===== src/design/stint_pkg.sv =====
`timescale 1ns / 1ps

package stint_pkg;

   localparam int TABLE_DEPTH = 64;
   localparam int FRAC_BITS   = 5;

   localparam int ADDR_W = $clog2(TABLE_DEPTH);
   localparam int CNT_W  = $clog2(TABLE_DEPTH + 1);
   localparam int ENT_W  = 7;
   localparam int LIM_W  = (CNT_W > ENT_W) ? CNT_W : ENT_W;

   // Divider: dividend is the 16-bit offset scaled up, divisor the 17-bit span.
   localparam int NUM_W  = 16 + FRAC_BITS;
   localparam int DEN_W  = 17;
   localparam int STEP_W = $clog2(NUM_W);
   localparam int Q_W    = NUM_W + 1;
   localparam int PROD_W = Q_W + 9;
   localparam int IB_W   = ADDR_W + 10;
   localparam int BS_W   = IB_W + FRAC_BITS;
   localparam int T_W    = ((PROD_W > BS_W) ? PROD_W : BS_W) + 1;
   localparam int EXT_W  = (T_W > 33) ? T_W : 33;

   localparam int CSR_IDX_W  = 3;
   localparam int CSR_DATA_W = 10;

   localparam logic [CSR_IDX_W-1:0] CSR_TEMP_MINIMUM      = 3'd0;
   localparam logic [CSR_IDX_W-1:0] CSR_TEMP_MAXIMUM      = 3'd1;
   localparam logic [CSR_IDX_W-1:0] CSR_DEGREES_PER_ENTRY = 3'd2;
   localparam logic [CSR_IDX_W-1:0] CSR_ENTRIES_IN_USE    = 3'd3;
   localparam logic [CSR_IDX_W-1:0] CSR_FALLING_CURVE     = 3'd4;

   localparam logic OP_LOAD    = 1'b0;
   localparam logic OP_CONVERT = 1'b1;

   typedef struct packed {
      logic signed [7:0] temp_minimum;
      logic signed [9:0] temp_maximum;
      logic [7:0]        degrees_per_entry;
      logic [ENT_W-1:0]  entries_in_use;
      logic              falling_curve;
   } cfg_type;

   typedef struct packed {
      logic load;
      logic walk_first;
      logic walk_next;
      logic miss;
      logic capture;
      logic div_step;
      logic mul;
      logic finish;
   } cmd_type;

   typedef struct packed {
      logic hit;
      logic last;
      logic count_zero;
   } sts_type;

endpackage


===== src/design/stint_ram.sv =====
`timescale 1ns / 1ps

module stint_ram #(
   parameter int WIDTH = 16,
   parameter int DEPTH = 64,
   localparam int AW   = (DEPTH > 1) ? $clog2(DEPTH) : 1
) (
   input  logic             clock,
   input  logic             wr_en,
   input  logic [AW-1:0]    wr_addr,
   input  logic [WIDTH-1:0] wr_data,
   input  logic [AW-1:0]    rd_addr,
   output logic [WIDTH-1:0] rd_data
);

   logic [WIDTH-1:0] mem_ff [DEPTH];
   logic [WIDTH-1:0] rd_data_ff;

   always_ff @(posedge clock) begin
      if (wr_en) begin
         mem_ff[wr_addr] <= wr_data;
      end
      rd_data_ff <= mem_ff[rd_addr];
   end

   assign rd_data = rd_data_ff;

endmodule


===== src/design/stint_csr.sv =====
`timescale 1ns / 1ps

module stint_csr (
   input  logic                              clock,
   input  logic                              reset,
   input  logic                              csr_valid,
   output logic                              csr_ready,
   input  logic [stint_pkg::CSR_IDX_W-1:0]   csr_index,
   input  logic [stint_pkg::CSR_DATA_W-1:0]  csr_data,
   output stint_pkg::cfg_type                cfg
);

   import stint_pkg::*;

   cfg_type cfg_ff;
   cfg_type cfg_in;
   logic    wr;

   assign csr_ready = 1'b1;
   assign wr        = csr_valid & csr_ready;

   always_comb begin
      cfg_in = cfg_ff;
      if (wr) begin
         case (csr_index)
            CSR_TEMP_MINIMUM:      cfg_in.temp_minimum      = $signed(csr_data[7:0]);
            CSR_TEMP_MAXIMUM:      cfg_in.temp_maximum      = $signed(csr_data[9:0]);
            CSR_DEGREES_PER_ENTRY: cfg_in.degrees_per_entry = csr_data[7:0];
            CSR_ENTRIES_IN_USE:    cfg_in.entries_in_use    = csr_data[ENT_W-1:0];
            CSR_FALLING_CURVE:     cfg_in.falling_curve     = csr_data[0];
            default:               cfg_in = cfg_ff;
         endcase
      end
   end

   always_ff @(posedge clock) begin
      if (reset) begin
         cfg_ff.temp_minimum      <= 8'sd0;
         cfg_ff.temp_maximum      <= 10'sd100;
         cfg_ff.degrees_per_entry <= 8'd5;
         cfg_ff.entries_in_use    <= 7'd1;
         cfg_ff.falling_curve     <= 1'b0;
      end else begin
         cfg_ff <= cfg_in;
      end
   end

   assign cfg = cfg_ff;

endmodule


===== src/design/stint_ctrl.sv =====
`timescale 1ns / 1ps

module stint_ctrl (
   input  logic                clock,
   input  logic                reset,
   input  logic                start,
   input  logic                req_opcode,
   output logic                busy,
   input  stint_pkg::sts_type  sts,
   output stint_pkg::cmd_type  cmd
);

   import stint_pkg::*;

   typedef enum logic [4:0] {
      ST_IDLE = 5'b00001,
      ST_WALK = 5'b00010,
      ST_DIV  = 5'b00100,
      ST_MUL  = 5'b01000,
      ST_FIN  = 5'b10000
   } state_type;

   state_type         state_ff, state_in;
   logic [STEP_W-1:0] step_ff, step_in;

   always_comb begin
      state_in = state_ff;
      step_in  = step_ff;
      cmd      = '0;
      case (state_ff)
         ST_IDLE: begin
            if (start) begin
               if (req_opcode == OP_LOAD) begin
                  cmd.load = 1'b1;
               end else begin
                  cmd.walk_first = 1'b1;
                  if (sts.count_zero) begin
                     cmd.miss = 1'b1;
                     state_in = ST_FIN;
                  end else begin
                     state_in = ST_WALK;
                  end
               end
            end
         end
         ST_WALK: begin
            if (sts.hit) begin
               cmd.capture = 1'b1;
               step_in     = '0;
               state_in    = ST_DIV;
            end else if (sts.last) begin
               cmd.miss = 1'b1;
               state_in = ST_FIN;
            end else begin
               cmd.walk_next = 1'b1;
            end
         end
         ST_DIV: begin
            cmd.div_step = 1'b1;
            if (step_ff == STEP_W'(NUM_W - 1)) begin
               state_in = ST_MUL;
            end else begin
               step_in = step_ff + STEP_W'(1);
            end
         end
         ST_MUL: begin
            cmd.mul  = 1'b1;
            state_in = ST_FIN;
         end
         ST_FIN: begin
            cmd.finish = 1'b1;
            state_in   = ST_IDLE;
         end
         default: begin
            state_in = ST_IDLE;
         end
      endcase
   end

   always_ff @(posedge clock) begin
      if (reset) begin
         state_ff <= ST_IDLE;
         step_ff  <= '0;
      end else begin
         state_ff <= state_in;
         step_ff  <= step_in;
      end
   end

   assign busy = (state_ff != ST_IDLE);

endmodule


===== src/design/stint_dp.sv =====
`timescale 1ns / 1ps

module stint_dp (
   input  logic                clock,
   input  logic                reset,
   input  stint_pkg::cfg_type  cfg,
   input  stint_pkg::cmd_type  cmd,
   output stint_pkg::sts_type  sts,
   input  logic [5:0]          req_entry_index,
   input  logic [15:0]         req_entry_value,
   input  logic [15:0]         req_reading,
   output logic                rsp_valid,
   output logic signed [31:0]  rsp_temperature,
   output logic                rsp_divide_by_zero
);

   import stint_pkg::*;

   logic [15:0]              reading_ff, reading_in;
   logic [ADDR_W-1:0]        idx_ff, idx_in;
   logic [15:0]              prev_ff, prev_in;
   logic                     nomatch_ff, nomatch_in;
   logic [NUM_W-1:0]         quo_ff, quo_in;
   logic [DEN_W-1:0]         rem_ff, rem_in;
   logic [DEN_W-1:0]         den_ff, den_in;
   logic                     yneg_ff, yneg_in;
   logic                     yzero_ff, yzero_in;
   logic signed [PROD_W-1:0] prod_ff, prod_in;
   logic signed [BS_W-1:0]   base_ff, base_in;
   logic signed [31:0]       temp_ff, temp_in;
   logic                     dz_ff, dz_in;
   logic                     valid_ff, valid_in;

   logic                     ram_we;
   logic [ADDR_W-1:0]        ram_raddr;
   logic [15:0]              c;
   logic [LIM_W-1:0]         lim;
   logic [15:0]              prev_eff;
   logic [15:0]              x;
   logic [DEN_W-1:0]         y_rise;
   logic [DEN_W-1:0]         y;
   logic [DEN_W-1:0]         y_abs;
   logic [DEN_W:0]           shifted;
   logic [DEN_W:0]           diff;
   logic signed [Q_W-1:0]    q_mag;
   logic signed [Q_W-1:0]    q_s;
   logic signed [8:0]        dg_s;
   logic [ADDR_W+7:0]        dmul;
   logic signed [IB_W-1:0]   ib;
   logic signed [EXT_W-1:0]  t_ext;
   logic signed [31:0]       t_sat;
   logic signed [31:0]       tmax_scaled;

   assign ram_we    = cmd.load && (int'(req_entry_index) < TABLE_DEPTH);
   assign ram_raddr = cmd.walk_first ? '0 : idx_ff + ADDR_W'(1);

   stint_ram #(
      .WIDTH (16),
      .DEPTH (TABLE_DEPTH)
   ) u_table (
      .clock   (clock),
      .wr_en   (ram_we),
      .wr_addr (ADDR_W'(req_entry_index)),
      .wr_data (req_entry_value),
      .rd_addr (ram_raddr),
      .rd_data (c)
   );

   assign lim = (LIM_W'(cfg.entries_in_use) > LIM_W'(TABLE_DEPTH)) ?
                LIM_W'(TABLE_DEPTH) : LIM_W'(cfg.entries_in_use);

   // The first entry has no predecessor in the table, so one is made up.
   assign prev_eff = (idx_ff == '0) ?
                     (cfg.falling_curve ? c - 16'd1 : c + 16'd1) : prev_ff;

   assign sts.hit        = cfg.falling_curve ? (c >= reading_ff) : (c <= reading_ff);
   assign sts.last       = (LIM_W'(idx_ff) + LIM_W'(1)) == lim;
   assign sts.count_zero = (lim == '0);

   assign x      = cfg.falling_curve ? c - reading_ff : reading_ff - c;
   assign y_rise = {1'b0, prev_eff} - {1'b0, c};
   assign y      = cfg.falling_curve ? -y_rise : y_rise;
   assign y_abs  = y[DEN_W-1] ? -y : y;

   // One restoring step of the radix-2 divider.
   assign shifted = {rem_ff, quo_ff[NUM_W-1]};
   assign diff    = shifted - {1'b0, den_ff};

   assign q_mag = $signed({1'b0, quo_ff});
   assign q_s   = yzero_ff ? '0 : (yneg_ff ? -q_mag : q_mag);
   assign dg_s  = $signed({1'b0, cfg.degrees_per_entry});
   assign dmul  = (ADDR_W + 8)'(cfg.degrees_per_entry) * (ADDR_W + 8)'(idx_ff);
   assign ib    = $signed(IB_W'(dmul)) + IB_W'(cfg.temp_minimum);

   assign t_ext = EXT_W'(base_ff) - EXT_W'(prod_ff);
   always_comb begin
      if (t_ext > EXT_W'(32'sh7FFF_FFFF)) begin
         t_sat = 32'sh7FFF_FFFF;
      end else if (t_ext < EXT_W'(32'sh8000_0000)) begin
         t_sat = 32'sh8000_0000;
      end else begin
         t_sat = t_ext[31:0];
      end
   end

   assign tmax_scaled = 32'(cfg.temp_maximum) <<< FRAC_BITS;

   always_comb begin
      reading_in = reading_ff;
      idx_in     = idx_ff;
      prev_in    = prev_ff;
      nomatch_in = nomatch_ff;
      quo_in     = quo_ff;
      rem_in     = rem_ff;
      den_in     = den_ff;
      yneg_in    = yneg_ff;
      yzero_in   = yzero_ff;
      prod_in    = prod_ff;
      base_in    = base_ff;
      temp_in    = temp_ff;
      dz_in      = dz_ff;
      valid_in   = cmd.finish;

      if (cmd.walk_first) begin
         reading_in = req_reading;
         idx_in     = '0;
         nomatch_in = 1'b0;
      end
      if (cmd.walk_next) begin
         idx_in  = idx_ff + ADDR_W'(1);
         prev_in = c;
      end
      if (cmd.miss) begin
         nomatch_in = 1'b1;
      end
      if (cmd.capture) begin
         quo_in   = NUM_W'(x) << FRAC_BITS;
         rem_in   = '0;
         den_in   = y_abs;
         yneg_in  = y[DEN_W-1];
         yzero_in = (y == '0);
      end
      if (cmd.div_step) begin
         if (!diff[DEN_W]) begin
            rem_in = diff[DEN_W-1:0];
            quo_in = {quo_ff[NUM_W-2:0], 1'b1};
         end else begin
            rem_in = shifted[DEN_W-1:0];
            quo_in = {quo_ff[NUM_W-2:0], 1'b0};
         end
      end
      if (cmd.mul) begin
         prod_in = PROD_W'(dg_s) * PROD_W'(q_s);
         base_in = BS_W'(ib) <<< FRAC_BITS;
      end
      if (cmd.finish) begin
         temp_in = nomatch_ff ? tmax_scaled : t_sat;
         dz_in   = nomatch_ff ? 1'b0 : yzero_ff;
      end
   end

   always_ff @(posedge clock) begin
      if (reset) begin
         valid_ff <= 1'b0;
      end else begin
         valid_ff <= valid_in;
      end
   end

   always_ff @(posedge clock) begin
      reading_ff <= reading_in;
      idx_ff     <= idx_in;
      prev_ff    <= prev_in;
      nomatch_ff <= nomatch_in;
      quo_ff     <= quo_in;
      rem_ff     <= rem_in;
      den_ff     <= den_in;
      yneg_ff    <= yneg_in;
      yzero_ff   <= yzero_in;
      prod_ff    <= prod_in;
      base_ff    <= base_in;
      temp_ff    <= temp_in;
      dz_ff      <= dz_in;
   end

   assign rsp_valid          = valid_ff;
   assign rsp_temperature    = temp_ff;
   assign rsp_divide_by_zero = dz_ff;

endmodule


===== src/design/sensor_table_interpolator_unit.sv =====
`timescale 1ns / 1ps
// Channel   Direction  Transfer when           Payload
// request   in         start & !busy           req_opcode, req_entry_index,
//                                              req_entry_value, req_reading
// response  out        rsp_valid (one cycle)   rsp_temperature, rsp_divide_by_zero
// register  in         csr_valid & csr_ready   csr_index, csr_data
//
// Loads leave busy low. A conversion holds busy through the walk and, when an entry
// matches, through the divide and multiply steps, then through the finish state;
// the walk reads one entry a cycle and the divider yields one quotient bit a cycle.
// The result strobe comes in the same cycle that busy falls.
// Reset is synchronous; it clears the controller, the strobe and the settings, not the
// table or the datapath's working registers. The receiver cannot stall; csr_ready is high.

module sensor_table_interpolator_unit (
   input  logic                              clock,
   input  logic                              reset,
   input  logic                              start,
   output logic                              busy,
   input  logic                              req_opcode,
   input  logic [5:0]                        req_entry_index,
   input  logic [15:0]                       req_entry_value,
   input  logic [15:0]                       req_reading,
   output logic                              rsp_valid,
   output logic signed [31:0]                rsp_temperature,
   output logic                              rsp_divide_by_zero,
   input  logic                              csr_valid,
   output logic                              csr_ready,
   input  logic [stint_pkg::CSR_IDX_W-1:0]   csr_index,
   input  logic [stint_pkg::CSR_DATA_W-1:0]  csr_data
);

   import stint_pkg::*;

   cfg_type cfg;
   cmd_type cmd;
   sts_type sts;

   stint_csr u_csr (
      .clock     (clock),
      .reset     (reset),
      .csr_valid (csr_valid),
      .csr_ready (csr_ready),
      .csr_index (csr_index),
      .csr_data  (csr_data),
      .cfg       (cfg)
   );

   stint_ctrl u_ctrl (
      .clock      (clock),
      .reset      (reset),
      .start      (start),
      .req_opcode (req_opcode),
      .busy       (busy),
      .sts        (sts),
      .cmd        (cmd)
   );

   stint_dp u_dp (
      .clock              (clock),
      .reset              (reset),
      .cfg                (cfg),
      .cmd                (cmd),
      .sts                (sts),
      .req_entry_index    (req_entry_index),
      .req_entry_value    (req_entry_value),
      .req_reading        (req_reading),
      .rsp_valid          (rsp_valid),
      .rsp_temperature    (rsp_temperature),
      .rsp_divide_by_zero (rsp_divide_by_zero)
   );

endmodule


===== config.mk =====
export PLATFORM = sky130hd
export DESIGN_NAME = sensor_table_interpolator_unit
export DESIGN_NICKNAME = d
export VERILOG_FILES = /design/src/design/stint_pkg.sv /design/src/design/stint_ram.sv /design/src/design/stint_csr.sv /design/src/design/stint_ctrl.sv /design/src/design/stint_dp.sv /design/src/design/sensor_table_interpolator_unit.sv
export SDC_FILE = /design/constraint.sdc
export NUM_CORES = 2
export LEC_CHECK = 0
export BUFFER_PORTS_ARGS = -buffer_cell sky130_fd_sc_hd__buf_2
export CAP_MARGIN = 20
export CELL_PAD_IN_SITES_DETAIL_PLACEMENT = 0
export CELL_PAD_IN_SITES_GLOBAL_PLACEMENT = 1
export CORE_MARGIN = 2
export CORE_UTILIZATION = 52
export DETAILED_ROUTE_END_ITERATION = 6
export MAX_ROUTING_LAYER = met4
export PLACE_DENSITY_LB_ADDON = 0.3
export SETUP_SLACK_MARGIN = 0.2
export SYNTH_ARGS = -nofsm -noshare
export SYNTH_HDL_FRONTEND = slang
export SYNTH_SLANG_ARGS = --single-unit

===== constraint.sdc =====
create_clock -name clock -period 8.7 [get_ports clock]
set_input_delay 1.74 -clock clock [delete_from_list [all_inputs] [get_ports clock]]
set_output_delay 1.74 -clock clock [all_outputs]
set_load 0.01 [all_outputs]

; Yosys cells after proc, flatten, opt, wreduce, memory -nomap -nowiden
; Memory sizes are Yosys's and may differ from the RTL's. A register that Yosys moved wholly into a read port is not among the register bits.
; Cells that the tools add are included.
[word_totals]
regBits = 221
ram_bits = 1024
output_inout_bits = 36
mem_count = 1
[memory_table]
columns = memory, words, word_bits, read_ports, rd_clocked_by_memory_dff, write_ports, line
row1 = u_dp.u_table.mem_ff, 64, 16, 1, 1, 1, stint_ram.sv:16  ; logic [WIDTH-1:0] mem_ff [DEPTH];
[classes]
n_addsub = 14
n_mul = 2
n_lt_le_gt_ge = 5
eq_ne = 18
muxes = 50
reduce_logical = 14
[op_table]
columns = cell, n
row1 = 32-bit two-way mux, 3
row2 = 17-bit two-way mux, 4
row3 = 16-bit two-way mux, 4
row4 = 22-bit two-way mux, 2
row5 = 21-bit two-way mux, 2
row6 = 5-bit two-way mux, 8
row7 = 17-bit negation, 2
row8 = "33-bit by 32-bit greater-than comparator with 1-bit output, second input constant", 1
row9 = "33-bit by 32-bit < comparator with 1-bit output, second input constant", 1
row10 = 16-bit subtractor, 2
row11 = 21-bit by 31-bit subtractor with 32-bit output, 1
row12 = 9-bit by 22-bit multiplier with 31-bit output, 1
row13 = 21-bit negation with 22-bit output, 1
row14 = 5-bit one-hot mux with 4 select lines, 1
row15 = 6-bit two-way mux, 3
row16 = 18-bit by 17-bit subtractor with 18-bit output, 1
row17 = 17-bit zero test, 1
row18 = 1-bit two-way mux, 17
row19 = 16-bit by 16-bit subtractor with 17-bit output, 1
row20 = 15-bit by 8-bit adder with 16-bit output, 1
row21 = "16-bit by 1-bit adder with 16-bit output, second input constant", 1
row22 = 16-bit >= comparator, 1
row23 = 16-bit less-or-equal comparator, 1
row24 = "16-bit by 1-bit subtractor with 16-bit output, second input constant", 1
row25 = 29 further kinds, 42

; Logic depth before layout (Yosys ltp)
[depth]
depth_word = 8
ltp_mapped = 28
ltp_nobuf = 28

; Modules after synthesis
; From an unflattened synthesis, not the netlist that was laid out.
[unflattened]
hier_cells = 4399
hier_area_um2 = 63144.3
[by_module_without_submodules]
columns = mod, n_inst, cells_per_inst, area_each_um2, seq_area_each_um2
row1 = stint_ram, 1, 1829, 40042.2, 31069.8
row2 = stint_dp, 1, 2362, 21079.0, 5295.1
row3 = stint_csr, 1, 133, 1423.9, 680.7
row4 = stint_ctrl, 1, 75, 599.3, 200.2

; Worst setup path after synthesis
; No wires, ideal clock.
[synth_path]
kind = reg2reg
startpoint = register u_dp.quo_ff[2]
endpoint = register u_dp.prod_ff[29] (data pin)
t_arrival_ns = 6.238
required_time_ns = 8.442
setup_slack_ns = 2.204
path_stages_with_launch = 28
path_buffers = 0
cell_sequence = edfxtp_1 -> nor2_1 -> nand3_1 -> or3_1 -> or3_1 -> or3_1 -> o21ai_0 -> xor2_1 -> nor2_1 -> nand2_1 -> fa_1 -> inv_1 -> fa_1 -> fa_1 -> inv_1 -> fa_1 -> inv_1 -> ha_1 -> a21oi_1 -> o21ai_0 -> nand3_1 -> nand2_1 -> a211o_1 -> a21o_1 -> a41oi_1 -> o21bai_1 -> a21oi_1 -> xnor2_1
[synth_between]
elab_chain_len = 4
[synth_lines]
columns = item, line
row1 = start: declaration, stint_dp.sv:23  ; logic [NUM_W-1:0] quo_ff, quo_in;
row2 = start signal: assignment, stint_dp.sv:175  ; quo_ff <= quo_in;
row3 = 21-bit negation with 22-bit output, stint_dp.sv:90  ; assign q_s = yzero_ff ? '0 : (yneg_ff ? -q_mag : q_mag);
row4 = 22-bit two-way mux * (2 in series), stint_dp.sv:90
row5 = 9-bit by 22-bit multiplier with 31-bit output *, stint_dp.sv:153  ; prod_in = PROD_W'(dg_s) * PROD_W'(q_s);
row6 = end signal: assignment, stint_dp.sv:180  ; prod_ff <= prod_in;
row7 = end: declaration, stint_dp.sv:28  ; logic signed [PROD_W-1:0] prod_ff, prod_in;
; Mark *: on every way between the ends. The rest lies on a longest branch, timed or not.
; A chain may end at the register's enable or synchronous reset.

; Final worst setup path
[layout_path]
startpoint = register u_dp.quo_ff[0]
endpoint = register u_dp.prod_ff[29] (data pin)
; Same word-level chain as after synthesis.

==> flow_summary.yaml <==
min_path:
  hp-class: "register to register"
  hp-start: "u_csr.cfg[17]"
  hold_depth: 2
  whs_endpoint: "u_csr.cfg[17]"
logic_synthesis:
  synth_fa_ha_area_frac: 0.0945
  synth_top_family_by_area: "simple AND/OR/NAND/NOR gates"
  ys_types: 79
  synthCells: 5531
  postSynthAreaPerCell_um2: 11.5
  netlist_area_um2: 63800
  synth_compound_area_frac: 0.105
  yosys.area_share.simple: 0.137
  ys_ff_latch: 1261
  synthArstFlopShare: 0
  synth-edff-count: 1199
  yosys_warnings: 0
  synth_xor_area_frac: 0.0255
  yosys_most_used_dff: "edfxtp_1"
  synth.area.mux_share: 0.0130
  seq_area_frac_synth: 0.583
  synth_nets: 5968
worst_setup_path:
  cp.arrival_ns: 7.74
  critPathSlowestCell: "fa_1"
  worstPathMaxFanout: 8
  reg2reg_to: "u_dp.prod_ff[29]"
  rr_worst_depth: 28
  r2r-start: "u_dp.quo_ff[0]"
  critical_path_class: "register to register"
  crit_required_ns: 9.22
  cpPeakStageDelay_ns: 0.55
  reg2reg_slack_ns: 1.48
  worstSetupStartpointType: "register"
  cp-end-kind: "register"
layout:
  layout-drive-gt1-share: 0.0784
  layout_commonest_cell: "edfxtp_1"
  finish.instance_area_um2: 70700
  finish.utilization: 0.580
  syn_to_final_growth_pct: 10.8
  final_cell_mix: "1,199 x edfxtp_1, 772 x nand2_1, 364 x inv_1, 288 x a21oi_1, 272 x nand3_1"
  nets: 6001
power:
  p_seq_frac: 0.466
  cellLeakagePower_nw: 26.4
  swShare: 0.266
  pwr-share-comb: 0.145
  p_switching_mw: 3.89
  fin_total_pwr_mw: 14.6
  pwr_density_cell_nw_per_um2: 207
  p_int_mw: 10.7
  clockPowerShare: 0.389
  peakVddDrop_v: 0.000223
die:
  die_area_um2: 126000
  die_x_um: 354
  die_h_um: 354
  core_area_um2: 122000
  initial_utilization: 0.524
  num_rows: 128
  top_level_ports: 92
timing:
  maxSlewHeadroom: 0.306
  hold_viol: 0
  fmax_mhz: 139
  clock_skew_ns: 0.0303
  period_share: 0.830
  fin_crit_ns: 7.22
  worst_pin_slew_ns: 1.04
  setup_viol: 0
  finalMaxSlewViolations: 0
  whs_ns: 0.456
  rsz0062_at_grt: "no"
  finalSetupTns_ns: 0
clock_network:
  cts_resized: 0
  clk_pin_slew_ns: 0.06
  cts_buffer_depth: 3
  numCtsBuffers: 134
  cts-root-buf: "clkbuf_16"
  cts_tree: "done"
  clock_sinks: 1261
  htreeDepth: 4
  clock_latency_ns: 0.79
  cts_hold_buf: 0
  post_cts_buffers: 0
placed_design:
  dpl.hpwl_um: 96600
  dpl_cell_area_um2: 66300
  routabilityCongestion: 0.856
  io_buffer_count: 90
detailed_routing:
  drtIter0Drc: 4028
  vias: 42800
  drtPass1Iterations: 5
  wl_per_cell_um: 22.2
  ant_nets: 0
  via_per_inst: 5.86
  routed_wl_um: 162000
  drc_errors: 0
grt:
  grt_pass1_wl_um: 247000
  grt-ovfl-total: 0
  grt_pass1_vias: 41500
  antenna_found_initial: 6
  grt_use_total: 0.265
  grt_max_degree: 180
run:
  drv_cap: 0
outcome:
  status: "complete, no violations"
power by group through the flow:
stage                     clock network (mW)  logic (mW)  registers (mW)
final                                   5.70        2.11            6.82
after detailed placement                   0        2.10            6.94
after floorplan                            0        1.44            6.90
after CTS                               5.76        2.12            6.82
after global routing                    5.99        2.34            6.82
after global placement                     0        2.08            6.94
through the flow:
step                      cells  setup WS (ns)
after floorplan            5531           2.20
after global placement     7052           1.57
after detailed placement   7052           1.50
after CTS                  7287           1.49
after global routing       7293           1.05
final                      7293           1.48
layout make-up:
cell class	count	area [µm²]
Antenna cell	5	12.5
Clock inverter	75	920
Sequential cell	1261	37200
Clock buffer	160	3490
Tap cell	1625	2030
Fill cell	9947	51100
Inverter	367	1390
Multi-Input combinational cell	3582	24100
Timing Repair Buffer	218	1570
worst max-delay path, delay by kind of cell, from the launching register on:
kind	cells	cell delay, ns
buffers and inverters	4	0.27
and+or+nand+nor	7	1.58
adders and majority gates	6	2.56
xor gates and xnor gates	2	0.19
AOI/OAI and AO/OA	9	1.98
DFF	1	0.39
how the worst max path moves through the flow:
stage                              start          endpoint  slack [ns]  depth (start not counted)
after floorplan           u_dp.quo_ff[2]  u_dp.prod_ff[29]        2.20                         27
after global placement    u_dp.quo_ff[2]  u_dp.prod_ff[29]        1.57                         27
after detailed placement  u_dp.quo_ff[0]  u_dp.prod_ff[29]        1.50                         28
after CTS                 u_dp.quo_ff[0]  u_dp.prod_ff[29]        1.49                         28
after global routing      u_dp.quo_ff[0]  u_dp.prod_ff[29]        1.05                         28
final                     u_dp.quo_ff[0]  u_dp.prod_ff[29]        1.48                         28
flip-flops by register name (all words and copies together) (netlist names):
name / count
u_dp.rsp_temperature: 32
u_dp.yneg_ff: 1
u_dp.yzero_ff: 1
u_dp.u_table.rd_data: 16
u_dp.prev_ff: 16
u_dp.idx_ff: 6
u_dp.quo_ff: 21
u_dp.reading_ff: 16
u_ctrl.step_ff: 5
u_dp.nomatch_ff: 1
u_dp.base_ff: 16
u_dp.rsp_divide_by_zero: 1
u_dp.rsp_valid: 1
u_dp.rem_ff: 17
u_dp.u_table.mem_ff: 1024
u_dp.prod_ff: 31
u_dp.den_ff: 17
u_ctrl.state_ff: 5
u_csr.cfg: 34
metal layers:
metal,global-route usage,vias up,part of all wire
li1,-,19900,-
met1,0.339,21100,0.41
met2,0.434,1421,0.49
met3,0.0394,273,0.061
met4,0.0894,0,0.032
met5,-,-,0
logic make-up after synthesis:
logic type | after synthesis
buffers and inverters | 688
DFF | 1261
other | 1
AOI/OAI and AO/OA | 1070
and+or+nand+nor | 1862
muxes | 83
adders and majority gates | 381
xor gates and xnor gates | 185
Yosys cell counts (26+ instances only):
master	count	area, µm²
nor3_1	55	275
a21oi_1	289	1450
ha_1	212	2650
o211ai_1	227	1700
or3_1	206	1290
inv_1	364	1370
dfxtp_1	62	1240
mux2i_1	82	821
nand3_1	272	1360
clkbuf_1	293	1100
nor2_1	237	890
a31oi_1	77	482
o21ai_0	236	1180
and3_1	83	519
xnor2_1	107	937
a21o_1	69	518
and2_1	128	801
fa_1	169	3380
nand2_1	774	2910
xor2_1	77	674
edfxtp_1	1199	36000
nor2b_1	26	163
Note: power is estimated with default switching activity, not from simulation.
